--- src/rtl/core/vlbce_pkg.sv ---
package vlbce_pkg;

    localparam logic [7:0] HEADER_BYTE = 8'h45;
    localparam logic [8:0] NTSC_LINES  = 9'd253;
    localparam logic [8:0] PAL_LINES   = 9'd305;
    localparam logic [3:0] BYTES_LOW   = 4'd4;
    localparam logic [3:0] BYTES_HIGH  = 4'd10;
    localparam logic [3:0] PIX_LOW     = 4'd8;
    localparam logic [3:0] PIX_HIGH    = 4'd4;

    localparam int QUEUE_DEPTH = 2;

    // register index, taken from paddr[2]
    localparam logic REG_VIDEO_MODE  = 1'b0;
    localparam logic REG_BIT_DENSITY = 1'b1;

    // one classified byte, handed from front to back
    typedef struct packed {
        logic [7:0] data;
        logic       hdr;
        logic       line_end;
        logic       field_end;
        logic       density;
    } t_desc;

endpackage

--- src/rtl/core/video_line_bit_cell_encoder_top.sv ---
// Video line bit cell encoder. Each accepted payload byte becomes 8 bit
// cells, or 16 when it opens a line and the 0x45 header byte goes out first;
// bits leave MSB first, one cell per clock unless pop stalls, each cell
// carrying its level and width (8 pixels low density, 4 high). The front
// stage classifies a byte at push time (header, line end, field end) and
// updates the line and field counters; the back stage serializes from a
// QUEUE_DEPTH-entry queue into a one-deep output register, one byte at a
// time by the single serializer; push is taken every cycle until the queue fills.
// No clearing pass after reset. Registers: 0x0 video_mode (0 NTSC 253/254
// lines, 1 PAL 305), 0x4 bit_density (0 low, 1 high); write only while idle.
module video_line_bit_cell_encoder_top #(
    parameter int QUEUE_DEPTH = vlbce_pkg::QUEUE_DEPTH
) (
    input  logic        i_clk,
    input  logic        i_rst_n,
    // input queue side
    input  logic        push,
    output logic        full,
    input  logic [7:0]  i_data_byte,
    // result queue side
    output logic        empty,
    input  logic        pop,
    output logic        o_bit_level,
    output logic [3:0]  o_cell_pixels,
    output logic        o_is_header,
    output logic        o_line_end,
    output logic        o_field_end,
    output logic        o_last,
    // APB-style config port
    input  logic        psel,
    input  logic        penable,
    input  logic        pwrite,
    input  logic [2:0]  paddr,
    input  logic [31:0] pwdata,
    output logic [31:0] prdata,
    output logic        pready
);
    import vlbce_pkg::*;

    logic  r_video_mode;
    logic  r_bit_density;
    logic  cfg_wr;

    logic  wr, q_full, q_vld, q_rd;
    t_desc wr_desc, head;

    // config: write completes on the access phase; pready tied high
    assign pready = 1'b1;
    assign cfg_wr = psel && penable && pwrite && pready;

    always_ff @(posedge i_clk) begin
        if (!i_rst_n) begin
            r_video_mode  <= 1'b0;
            r_bit_density <= 1'b0;
        end else if (cfg_wr) begin
            unique case (paddr[2])
                REG_VIDEO_MODE:  r_video_mode  <= pwdata[0];
                REG_BIT_DENSITY: r_bit_density <= pwdata[0];
                default:         r_video_mode  <= r_video_mode;
            endcase
        end
    end

    always_comb begin
        unique case (paddr[2])
            REG_VIDEO_MODE:  prdata = {31'd0, r_video_mode};
            REG_BIT_DENSITY: prdata = {31'd0, r_bit_density};
            default:         prdata = 32'd0;
        endcase
    end

    assign full = q_full;

    // front: classify each transaction and advance line/field counters
    vlbce_front u_front (
        .i_clk         (i_clk),
        .i_rst_n       (i_rst_n),
        .i_push        (push),
        .i_full        (q_full),
        .i_data_byte   (i_data_byte),
        .i_video_mode  (r_video_mode),
        .i_bit_density (r_bit_density),
        .o_wr          (wr),
        .o_desc        (wr_desc)
    );

    // decoupling queue between the two stages
    vlbce_queue #(
        .DEPTH (QUEUE_DEPTH)
    ) u_queue (
        .i_clk   (i_clk),
        .i_rst_n (i_rst_n),
        .i_wr    (wr),
        .i_desc  (wr_desc),
        .i_rd    (q_rd),
        .o_full  (q_full),
        .o_vld   (q_vld),
        .o_desc  (head)
    );

    // back: one cell per cycle into the output register unless the receiver stalls
    vlbce_back u_back (
        .i_clk         (i_clk),
        .i_rst_n       (i_rst_n),
        .i_head_vld    (q_vld),
        .i_head        (head),
        .o_head_rd     (q_rd),
        .i_pop         (pop),
        .o_empty       (empty),
        .o_bit_level   (o_bit_level),
        .o_cell_pixels (o_cell_pixels),
        .o_is_header   (o_is_header),
        .o_line_end    (o_line_end),
        .o_field_end   (o_field_end),
        .o_last        (o_last)
    );

endmodule

--- src/rtl/core/vlbce_front.sv ---
module vlbce_front (
    input  logic           i_clk,
    input  logic           i_rst_n,
    input  logic           i_push,
    input  logic           i_full,
    input  logic [7:0]     i_data_byte,
    input  logic           i_video_mode,
    input  logic           i_bit_density,
    output logic           o_wr,
    output vlbce_pkg::t_desc o_desc
);
    import vlbce_pkg::*;

    logic [3:0] r_byte_pos, n_byte_pos;
    logic [8:0] r_line_pos, n_line_pos;
    logic       r_field_odd, n_field_odd;

    logic [3:0] bp1, line_bytes;
    logic [8:0] lp1, field_lines;
    logic       lend, fend;

    assign o_wr = i_push && !i_full;

    always_comb begin
        line_bytes  = i_bit_density ? BYTES_HIGH : BYTES_LOW;
        field_lines = i_video_mode ? PAL_LINES : (NTSC_LINES + {8'd0, r_field_odd});
        bp1  = r_byte_pos + 4'd1;
        lp1  = r_line_pos + 9'd1;
        lend = (bp1 >= line_bytes) || (bp1 == 4'd0);
        fend = lend && ((lp1 >= field_lines) || (lp1 == 9'd0));

        o_desc.data      = i_data_byte;
        o_desc.hdr       = (r_byte_pos == 4'd0);
        o_desc.line_end  = lend;
        o_desc.field_end = fend;
        o_desc.density   = i_bit_density;

        n_byte_pos  = r_byte_pos;
        n_line_pos  = r_line_pos;
        n_field_odd = r_field_odd;
        if (o_wr) begin
            n_byte_pos = lend ? 4'd0 : bp1;
            if (lend) begin
                n_line_pos = fend ? 9'd0 : lp1;
            end
            if (fend) begin
                n_field_odd = !r_field_odd;
            end
        end
    end

    always_ff @(posedge i_clk) begin
        if (!i_rst_n) begin
            r_byte_pos  <= 4'd0;
            r_line_pos  <= 9'd0;
            r_field_odd <= 1'b1;
        end else begin
            r_byte_pos  <= n_byte_pos;
            r_line_pos  <= n_line_pos;
            r_field_odd <= n_field_odd;
        end
    end

endmodule

--- src/rtl/core/vlbce_queue.sv ---
module vlbce_queue #(
    parameter int DEPTH = vlbce_pkg::QUEUE_DEPTH
) (
    input  logic             i_clk,
    input  logic             i_rst_n,
    input  logic             i_wr,
    input  vlbce_pkg::t_desc i_desc,
    input  logic             i_rd,
    output logic             o_full,
    output logic             o_vld,
    output vlbce_pkg::t_desc o_desc
);
    import vlbce_pkg::*;

    localparam int PW = (DEPTH > 1) ? $clog2(DEPTH) : 1;
    localparam int CW = $clog2(DEPTH + 1);
    localparam logic [PW-1:0] LAST_PTR = PW'(DEPTH - 1);
    localparam logic [CW-1:0] FULL_CNT = CW'(DEPTH);

    t_desc         r_mem [DEPTH];
    logic [PW-1:0] r_wptr, r_rptr;
    logic [CW-1:0] r_cnt;

    assign o_full = (r_cnt == FULL_CNT);
    assign o_vld  = (r_cnt != '0);
    assign o_desc = r_mem[r_rptr];

    always_ff @(posedge i_clk) begin
        if (i_wr) begin
            r_mem[r_wptr] <= i_desc;
        end
    end

    always_ff @(posedge i_clk) begin
        if (!i_rst_n) begin
            r_wptr <= '0;
            r_rptr <= '0;
            r_cnt  <= '0;
        end else begin
            if (i_wr) begin
                r_wptr <= (r_wptr == LAST_PTR) ? '0 : r_wptr + PW'(1);
            end
            if (i_rd) begin
                r_rptr <= (r_rptr == LAST_PTR) ? '0 : r_rptr + PW'(1);
            end
            if (i_wr && !i_rd) begin
                r_cnt <= r_cnt + CW'(1);
            end else if (!i_wr && i_rd) begin
                r_cnt <= r_cnt - CW'(1);
            end
        end
    end

endmodule

--- src/rtl/core/vlbce_back.sv ---
module vlbce_back (
    input  logic             i_clk,
    input  logic             i_rst_n,
    input  logic             i_head_vld,
    input  vlbce_pkg::t_desc i_head,
    output logic             o_head_rd,
    input  logic             i_pop,
    output logic             o_empty,
    output logic             o_bit_level,
    output logic [3:0]       o_cell_pixels,
    output logic             o_is_header,
    output logic             o_line_end,
    output logic             o_field_end,
    output logic             o_last
);
    import vlbce_pkg::*;

    logic [3:0] r_cnt;
    logic       r_ovld;
    logic [3:0] idx;
    logic [2:0] bsel;
    logic       step, fin, bit_val;

    // idx 0..7 header cells, 8..15 data cells; no header skips to 8
    always_comb begin
        idx     = (!i_head.hdr && !r_cnt[3]) ? {1'b1, r_cnt[2:0]} : r_cnt;
        bsel    = ~idx[2:0];
        fin     = (idx == 4'hF);
        step    = i_head_vld && (!r_ovld || i_pop);
        bit_val = idx[3] ? i_head.data[bsel] : HEADER_BYTE[bsel];
    end

    assign o_head_rd = step && fin;
    assign o_empty   = !r_ovld;

    always_ff @(posedge i_clk) begin
        if (!i_rst_n) begin
            r_cnt  <= 4'd0;
            r_ovld <= 1'b0;
        end else begin
            if (step) begin
                r_cnt  <= fin ? 4'd0 : r_cnt + 4'd1;
                r_ovld <= 1'b1;
            end else if (i_pop) begin
                r_ovld <= 1'b0;
            end
        end
    end

    always_ff @(posedge i_clk) begin
        if (step) begin
            o_bit_level   <= bit_val;
            o_cell_pixels <= i_head.density ? PIX_HIGH : PIX_LOW;
            o_is_header   <= !idx[3];
            o_line_end    <= fin && i_head.line_end;
            o_field_end   <= fin && i_head.field_end;
            o_last        <= fin;
        end
    end

endmodule

--- config.mk ---
export PLATFORM = sky130hd
export DESIGN_NAME = video_line_bit_cell_encoder_top
export DESIGN_NICKNAME = d
export VERILOG_FILES = /design/src/rtl/core/vlbce_pkg.sv /design/src/rtl/core/video_line_bit_cell_encoder_top.sv /design/src/rtl/core/vlbce_front.sv /design/src/rtl/core/vlbce_queue.sv /design/src/rtl/core/vlbce_back.sv
export SDC_FILE = /design/constraint.sdc
export NUM_CORES = 1
export LEC_CHECK = 0
export ABC_AREA = 1
export BUFFER_PORTS_ARGS = -buffer_cell sky130_fd_sc_hd__buf_2
export CORE_MARGIN = 5
export CORE_UTILIZATION = 30
export CTS_CLUSTER_DIAMETER = 200
export DETAILED_ROUTE_END_ITERATION = 8
export GPL_TIMING_DRIVEN = 0
export HOLD_SLACK_MARGIN = 0.03
export PLACE_DENSITY = 0.63
export SKIP_LAST_GASP = 1
export SYNTH_ARGS = -nofsm -noshare
export SYNTH_HDL_FRONTEND = slang
export SYNTH_SLANG_ARGS = --single-unit
--- constraint.sdc ---
create_clock -name i_clk -period 3.1 [get_ports i_clk]
set_clock_uncertainty 0.2 [all_clocks]
set_input_delay 0.62 -clock i_clk [delete_from_list [all_inputs] [get_ports i_clk]]
set_output_delay 0.62 -clock i_clk [all_outputs]
set_load 0.05 [all_outputs]
==> flow_summary.json, run 1 <==
{
  "critPathMostFrequentCell": "nand2_1",
  "cts_buffers": 9,
  "startpoint_type": "flip-flop",
  "crit_chain": "ha_1 -> nand2_2 -> nor2_2 -> nand3_1 -> nand2_1 -> inv_1 -> ha_1 -> and3_1 -> nand2_1 -> nor2_2 -> a21oi_4 -> nand2_1 -> nand3b_1 -> nand3_2",
  "pin_count": 94,
  "antenna_found_initial": 0,
  "synth_area_leaders": "edfxtp_1, dfxtp_1, buf_4",
  "slew_headroom_pct": 30.0,
  "htreeDepth": 3,
  "cp_slowest_cell": "dfxtp_1",
  "p_total_mw": 1.98,
  "synth.most_common_cell": "nand2_1",
  "cp_max_fo": 8,
  "cts-resized-gates": 0,
  "clk_latency_ns": 0.33,
  "hold_path_startpoint": "i_data_byte[6]",
  "placed_area_mm2": 0.00355,
  "drt_iter0_markers": 161,
  "leakage_nw": 1.65,
  "multi_input_area_mm2": 0.00135,
  "grt_pass1_wl_mm": 10.2,
  "path_clk_slew_ns": 0.07,
  "ys_warn_count": 0,
  "fin_util_pct": 36.5,
  "hold_path.class": "in2reg",
  "critPathBufInv": 1,
  "die_h_um": 112,
  "max_stage_delay_ns": 0.51,
  "report.final.slew_viol_count": 0,
  "maxCapViolations": 0,
  "initial_core_util_pct": 30.5,
  "yosysTopAreaCell": "edfxtp_1",
  "post-route-period-util_pct": 88.6,
  "rows": 37,
  "route.detailed.drc": 0,
  "vias_per_cell": 4.20,
  "synthTopCellsByCount": "nand2_1, inv_1, buf_4",
  "cp_top_family": "simple AND/OR/NAND/NOR gates",
  "ff_latch_area_mm2": 0.00145,
  "outcome": "finished clean",
  "synthesis.area_mm2": 0.00314,
  "dr.pass1.iters": 4,
  "fill_cells": 1037,
  "num_vias": 2375,
  "tightest_slew_ns": 1.05,
  "gp_congestion": 0.809,
  "synthToLayoutAreaGrowth_pct": 19.5,
  "drive_gt1_share_pct": 23.3,
  "syn_inst": 356,
  "synth-main-ff-cell": "edfxtp_1",
  "ys_seq_area_share_pct": 46.3,
  "timing.setup.tns_ns": 0,
  "synth_edf_count": 31,
  "ant_nets": 0,
  "dieArea_mm2": 0.0126,
  "cp_data_arrival_time_ns": 2.75,
  "yosysUniqueCellTypes": 40,
  "grt_pass1_vias": 2231,
  "grt_usage_pct": 9.85,
  "cts_setup_buffers": 0,
  "grt_max_degree": 15,
  "ys_ff_latch": 57,
  "rsz0062_at_grt": "false",
  "setup_viol": 0,
  "avgSynthCellArea_um2": 8.81,
  "p_per_area_mw_per_mm2": 528,
  "synth_top_cell_area_share_pct": 29.7,
  "wirelength_mm": 6.02,
  "clock-sinks": 57,
  "worstPathRequired_ns": 3.11,
  "cts_buffer_depth": 2,
  "wl_per_cell_um": 10.7,
  "end_kind": "flip-flop",
  "holdBufCountCts": 0,
  "portBuffers": 25,
  "antenna_cells": 0,
  "max_freq_ghz": 0.364,
  "async_flop_share_pct": 0,
  "dp_hpwl_mm": 4.57,
  "crit_path_start": "u_front.r_line_pos[0]",
  "final_area_mm2": 0.00375,
  "cts_tree": "built",
  "r2r_start": "u_front.r_line_pos[0]",
  "grt_overflow_total": 0,
  "clock-root-buffer": "clkbuf_8",
  "core_mm2": 0.0103,
  "nNetsFinal": 491,
  "final_hold_viol_count": 0,
  "path_class": "reg2reg",
  "vdd_ir_drop_max_v": 0.000178,
  "period_minus_slack_ns": 2.75,
  "die_x_um": 112
}
==> logic make-up after synthesis <==
logic type	after synthesis	share of synthesized area [%]
AOI/OAI and AO/OA	63	11.2
xor gates and xnor gates	1	0.279
adders and majority gates	17	6.78
buffers and inverters	85	14.6
DFF	57	46.3
muxes	2	0.638
other	2	0.240
and+or+nand+nor	129	19.9
==> registers in the layout, indices dropped and copies added, names as in the netlist, 2 cells and up, named ones only <==
| signal | count |
|---|---|
| u_front.r_line_pos | 9 |
| u_queue.r_cnt | 2 |
| u_front.r_byte_pos | 4 |
| u_back.r_cnt | 4 |
| u_back.o_cell_pixels | 2 |
| u_queue.r_mem | 24 |
==> path summary, 6_finish.rpt <==
check / to / slack, ns / cells after the start
worst min register to register: u_front.r_line_pos[8] / 0.29 / 2
worst max register to register: u_front.r_field_odd / 0.35 / 14
worst max-delay path: u_front.r_field_odd / 0.35 / 14
worst min-delay path: u_queue.r_mem[0][10] / 0.27 / 1
==> layer usage <==
metal,wire [µm],track usage (%),vias to the layer above
li1,-,-,1256
met1,2740,12.7,1045
met2,2810,15.5,63
met3,353,2.64,11
met4,121,4.41,0
met5,0,0,-
==> cell usage in the layout, fill, tap and decap left out, types with 10 or more instances in the layout <==
cell	n
ha_1	17
buf_4	34
a21oi_1	22
buf_2	27
dfxtp_1	26
o21ai_0	27
nor2_1	30
conb_1	34
nand3_1	17
edfxtp_1	31
clkbuf_8	10
nand2_1	53
inv_1	41
==> through the flow <==
step	worst slack, ns	hold WS (ns)	instances
after floorplan	0.564	0.247	388
after global placement	0.361	0.264	549
after detailed placement	0.300	0.278	549
after CTS	0.339	0.257	565
after global routing	0.0704	0.261	565
final	0.355	0.274	565
==> cell type report <==
type,instances,area share [%]
Multi-Input combinational cell,246,35.9
Tap cell,136,4.54
Clock buffer,11,3.77
Inverter,45,4.57
Sequential cell,57,38.7
Clock inverter,5,1.47
Buffer,40,7.68
Timing Repair Buffer,25,3.34
==> report_power, final <==
part / total, mW / internal, mW / switching, mW
logic: 0.395 / 0.106 / 0.289
registers: 0.894 / 0.864 / 0.0299
clock network: 0.691 / 0.390 / 0.301
total: 1.98 / 1.36 / 0.620
(Power assumes the default switching activity.)
==> run 2: changes to the inputs <==
ABC_AREA = default   (was 1)
==> run 2 against run 1 <==
Against the previous run: first-iteration DRC count is 35% lower; synthesized cell count is 20% lower; largest cell class unchanged; sequential cell count stayed put; clock power is 12% lower.
==> flow_summary.json, run 2 <==
{
  "ys_seq_area_share_pct": 46.8,
  "report.final.slew_viol_count": 0,
  "layout_common_cells": "buf_4, conb_1, edfxtp_1",
  "grt_max_degree": 14,
  "hold_depth": 1,
  "synth_compound_area_share_pct": 10.0,
  "wirelength_mm": 5.40,
  "dr.pass1.iters": 6,
  "cp_data_arrival_time_ns": 2.85,
  "cp_slowest_cell": "dfxtp_1",
  "synthXorXnorAreaFrac_pct": 3.95,
  "cp_top_family": "compound AO/OA/AOI/OAI gates",
  "path_class": "reg2reg",
  "cts_setup_buffers": 0,
  "route.detailed.drc": 0,
  "rows": 37,
  "fill_cells": 1045,
  "yosysTopAreaCell": "edfxtp_1",
  "hold_path_startpoint": "i_data_byte[6]",
  "worstPathRequired_ns": 3.11,
  "end_kind": "flip-flop",
  "max_freq_ghz": 0.351,
  "synth_top_family_by_area": "simple AND/OR/NAND/NOR gates",
  "fin_util_pct": 36.5,
  "synthTopCellsByCount": "buf_4, edfxtp_1, dfxtp_1",
  "final_common_cell": "buf_4",
  "syn_inst": 285,
  "die_h_um": 112,
  "synthesis.area_mm2": 0.00310,
  "nNetsFinal": 420,
  "synth_top_cell_area_share_pct": 30.0,
  "htreeDepth": 3,
  "clk_latency_ns": 0.33,
  "rrSetupSlack_ns": 0.25,
  "sw_frac_of_total_pct": 32.0,
  "p_per_area_mw_per_mm2": 519,
  "vias_per_cell": 4.15,
  "grt_usage_pct": 9.05,
  "synth_simple_gate_area_share_pct": 14.4,
  "cts_tree": "built",
  "cp_num_cells": 10,
  "dp_hpwl_mm": 4.08,
  "synthToLayoutAreaGrowth_pct": 19.8,
  "synth.most_common_cell": "buf_4",
  "drt_iter0_markers": 105,
  "largest_reg_flops": 24,
  "startpoint_type": "flip-flop",
  "synth-main-ff-cell": "edfxtp_1",
  "vdd_ir_drop_max_v": 0.000204,
  "path_clk_slew_ns": 0.07,
  "grt_pass1_wl_mm": 9.20,
  "ant_nets": 0,
  "rsz0062_at_grt": "false",
  "portBuffers": 26,
  "p_total_mw": 1.93,
  "drive_gt1_share_pct": 27.9,
  "combPwrFrac_pct": 21.6,
  "synthAdderAreaFrac_pct": 6.86,
  "avgSynthCellArea_um2": 10.9,
  "crit_chain": "ha_2 -> a21boi_0 -> or2_2 -> ha_1 -> o2111ai_1 -> a2111oi_4 -> a311oi_2 -> buf_4 -> a31oi_1 -> mux2i_1",
  "clkPwrFrac_pct": 31.4,
  "outcome": "finished clean",
  "clock-sinks": 57,
  "gp_congestion": 0.812,
  "dieArea_mm2": 0.0125,
  "stdcell_count": 494,
  "yosysUniqueCellTypes": 49,
  "critPathBufInv": 1,
  "leakage_nw": 1.57,
  "ys_ff_latch": 57,
  "min_to": "u_queue.r_mem[0][10]",
  "r2r_start": "u_front.r_line_pos[1]",
  "maxCapViolations": 0,
  "wl_per_cell_um": 10.9,
  "async_flop_share_pct": 0,
  "hold_path.class": "in2reg",
  "p_int_mw": 1.31,
  "setup_viol": 0,
  "clock-root-buffer": "clkbuf_8",
  "placed_cells_incl_taps": 479,
  "slew_headroom_pct": 26.5,
  "max_stage_delay_ns": 0.46,
  "yosys-mux-area-fraction_pct": 6.38,
  "tightest_slew_ns": 1.10,
  "cts_buffer_depth": 2,
  "post-route-period-util_pct": 91.8,
  "cp_max_fo": 10,
  "core_mm2": 0.0102,
  "antenna_found_initial": 0,
  "ys_warn_count": 0,
  "regToRegEndpoint": "u_front.r_line_pos[2]",
  "grt_pass1_vias": 2041,
  "die_x_um": 112,
  "cts_buffers": 9,
  "regMostFlops": "u_queue.r_mem",
  "period_minus_slack_ns": 2.85,
  "grt_overflow_total": 0,
  "power_switching_uw": 616,
  "pwr-share-seq_pct": 47.0,
  "pin_count": 94,
  "initial_core_util_pct": 30.4,
  "antenna_cells": 0,
  "synth_area_leaders": "edfxtp_1, dfxtp_1, buf_4",
  "top_regs": "u_queue.r_mem (24), u_front.r_line_pos (9)",
  "final_hold_viol_count": 0,
  "rr_worst_depth": 10,
  "num_vias": 2052,
  "synth_edf_count": 31,
  "holdBufCountCts": 0
}
## run 2: worst max-delay path by stage
stage	slack (ns)	to	startpoint
after floorplan	0.27	u_queue.r_mem[0][1]	u_front.r_line_pos[0]
after global placement	-0.15	u_queue.r_mem[1][1]	u_front.r_line_pos[0]
after detailed placement	-0.24	u_queue.r_mem[0][1]	u_front.r_line_pos[0]
after CTS	0.06	u_front.r_line_pos[7]	u_front.r_line_pos[0]
after global routing	0.02	u_front.r_line_pos[2]	u_front.r_line_pos[1]
final	0.25	u_front.r_line_pos[2]	u_front.r_line_pos[1]
## run 2: layout make-up
cell class,count,area (µm²),area share (%)
Tap cell,136,170,4.58
Buffer,41,288,7.75
Clock buffer,10,138,3.70
Multi-Input combinational cell,202,1430,38.6
Inverter,16,60.1,1.62
Sequential cell,57,1450,39.1
Timing Repair Buffer,26,130,3.50
Clock inverter,6,43.8,1.18
## run 2: power groups by stage
stage               combinational (mW)  sequential, mW  clock [mW]
finish                           0.417           0.905       0.605
global route                     0.457           0.912       0.676
CTS                              0.420           0.906       0.631
detailed placement               0.416           0.923           0
global placement                 0.412           0.920           0
floorplan                        0.286           0.977           0
## run 2: routing by layer
metal  share of wire (%)  global-route usage (%)  up-vias
met5                   0                       0        -
met4                 1.0                    3.00        0
met3                 5.4                    3.42        4
met2                  50                    15.8       41
met1                  43                    10.1      937
li1                    -                       -     1070
## run 2: worst reg2reg max path: stages (launching register included)
cell       delay (ns)
dfxtp_1          0.46
ha_2             0.36
a21boi_0         0.14
or2_2            0.33
ha_1             0.28
o2111ai_1        0.17
a2111oi_4        0.25
a311oi_2         0.08
buf_4            0.20
a31oi_1          0.17
mux2i_1          0.09
## run 2: what timing repair did
action,in CTS,in global routing
endpoints found under the setup margin,12,12
resized for setup,2,3
pin swaps,0,0
## run 2: logic make-up (layout without fill, tap and decap cells)
| group | Yosys count | in the layout |
|---|---|---|
| mux | 13 | 13 |
| other cells | 2 | 34 |
| flops | 57 | 57 |
| buf+inv | 58 | 99 |
| xor+xnor | 14 | 14 |
| simple gates | 82 | 82 |
| compound gates | 42 | 42 |
| fa+ha+maj | 17 | 17 |
## run 2: through the flow
step                      setup TNS, ns  setup slack [ns]  instance area (µm²)  hold slack (ns)
final                                 0             0.254                 3710            0.281
after global routing                  0            0.0248                 3710            0.250
after CTS                             0            0.0568                 3700            0.260
after detailed placement          -2.09            -0.235                 3520            0.314
after global placement            -1.07            -0.149                 3520            0.299
after floorplan                       0             0.272                 3220            0.264
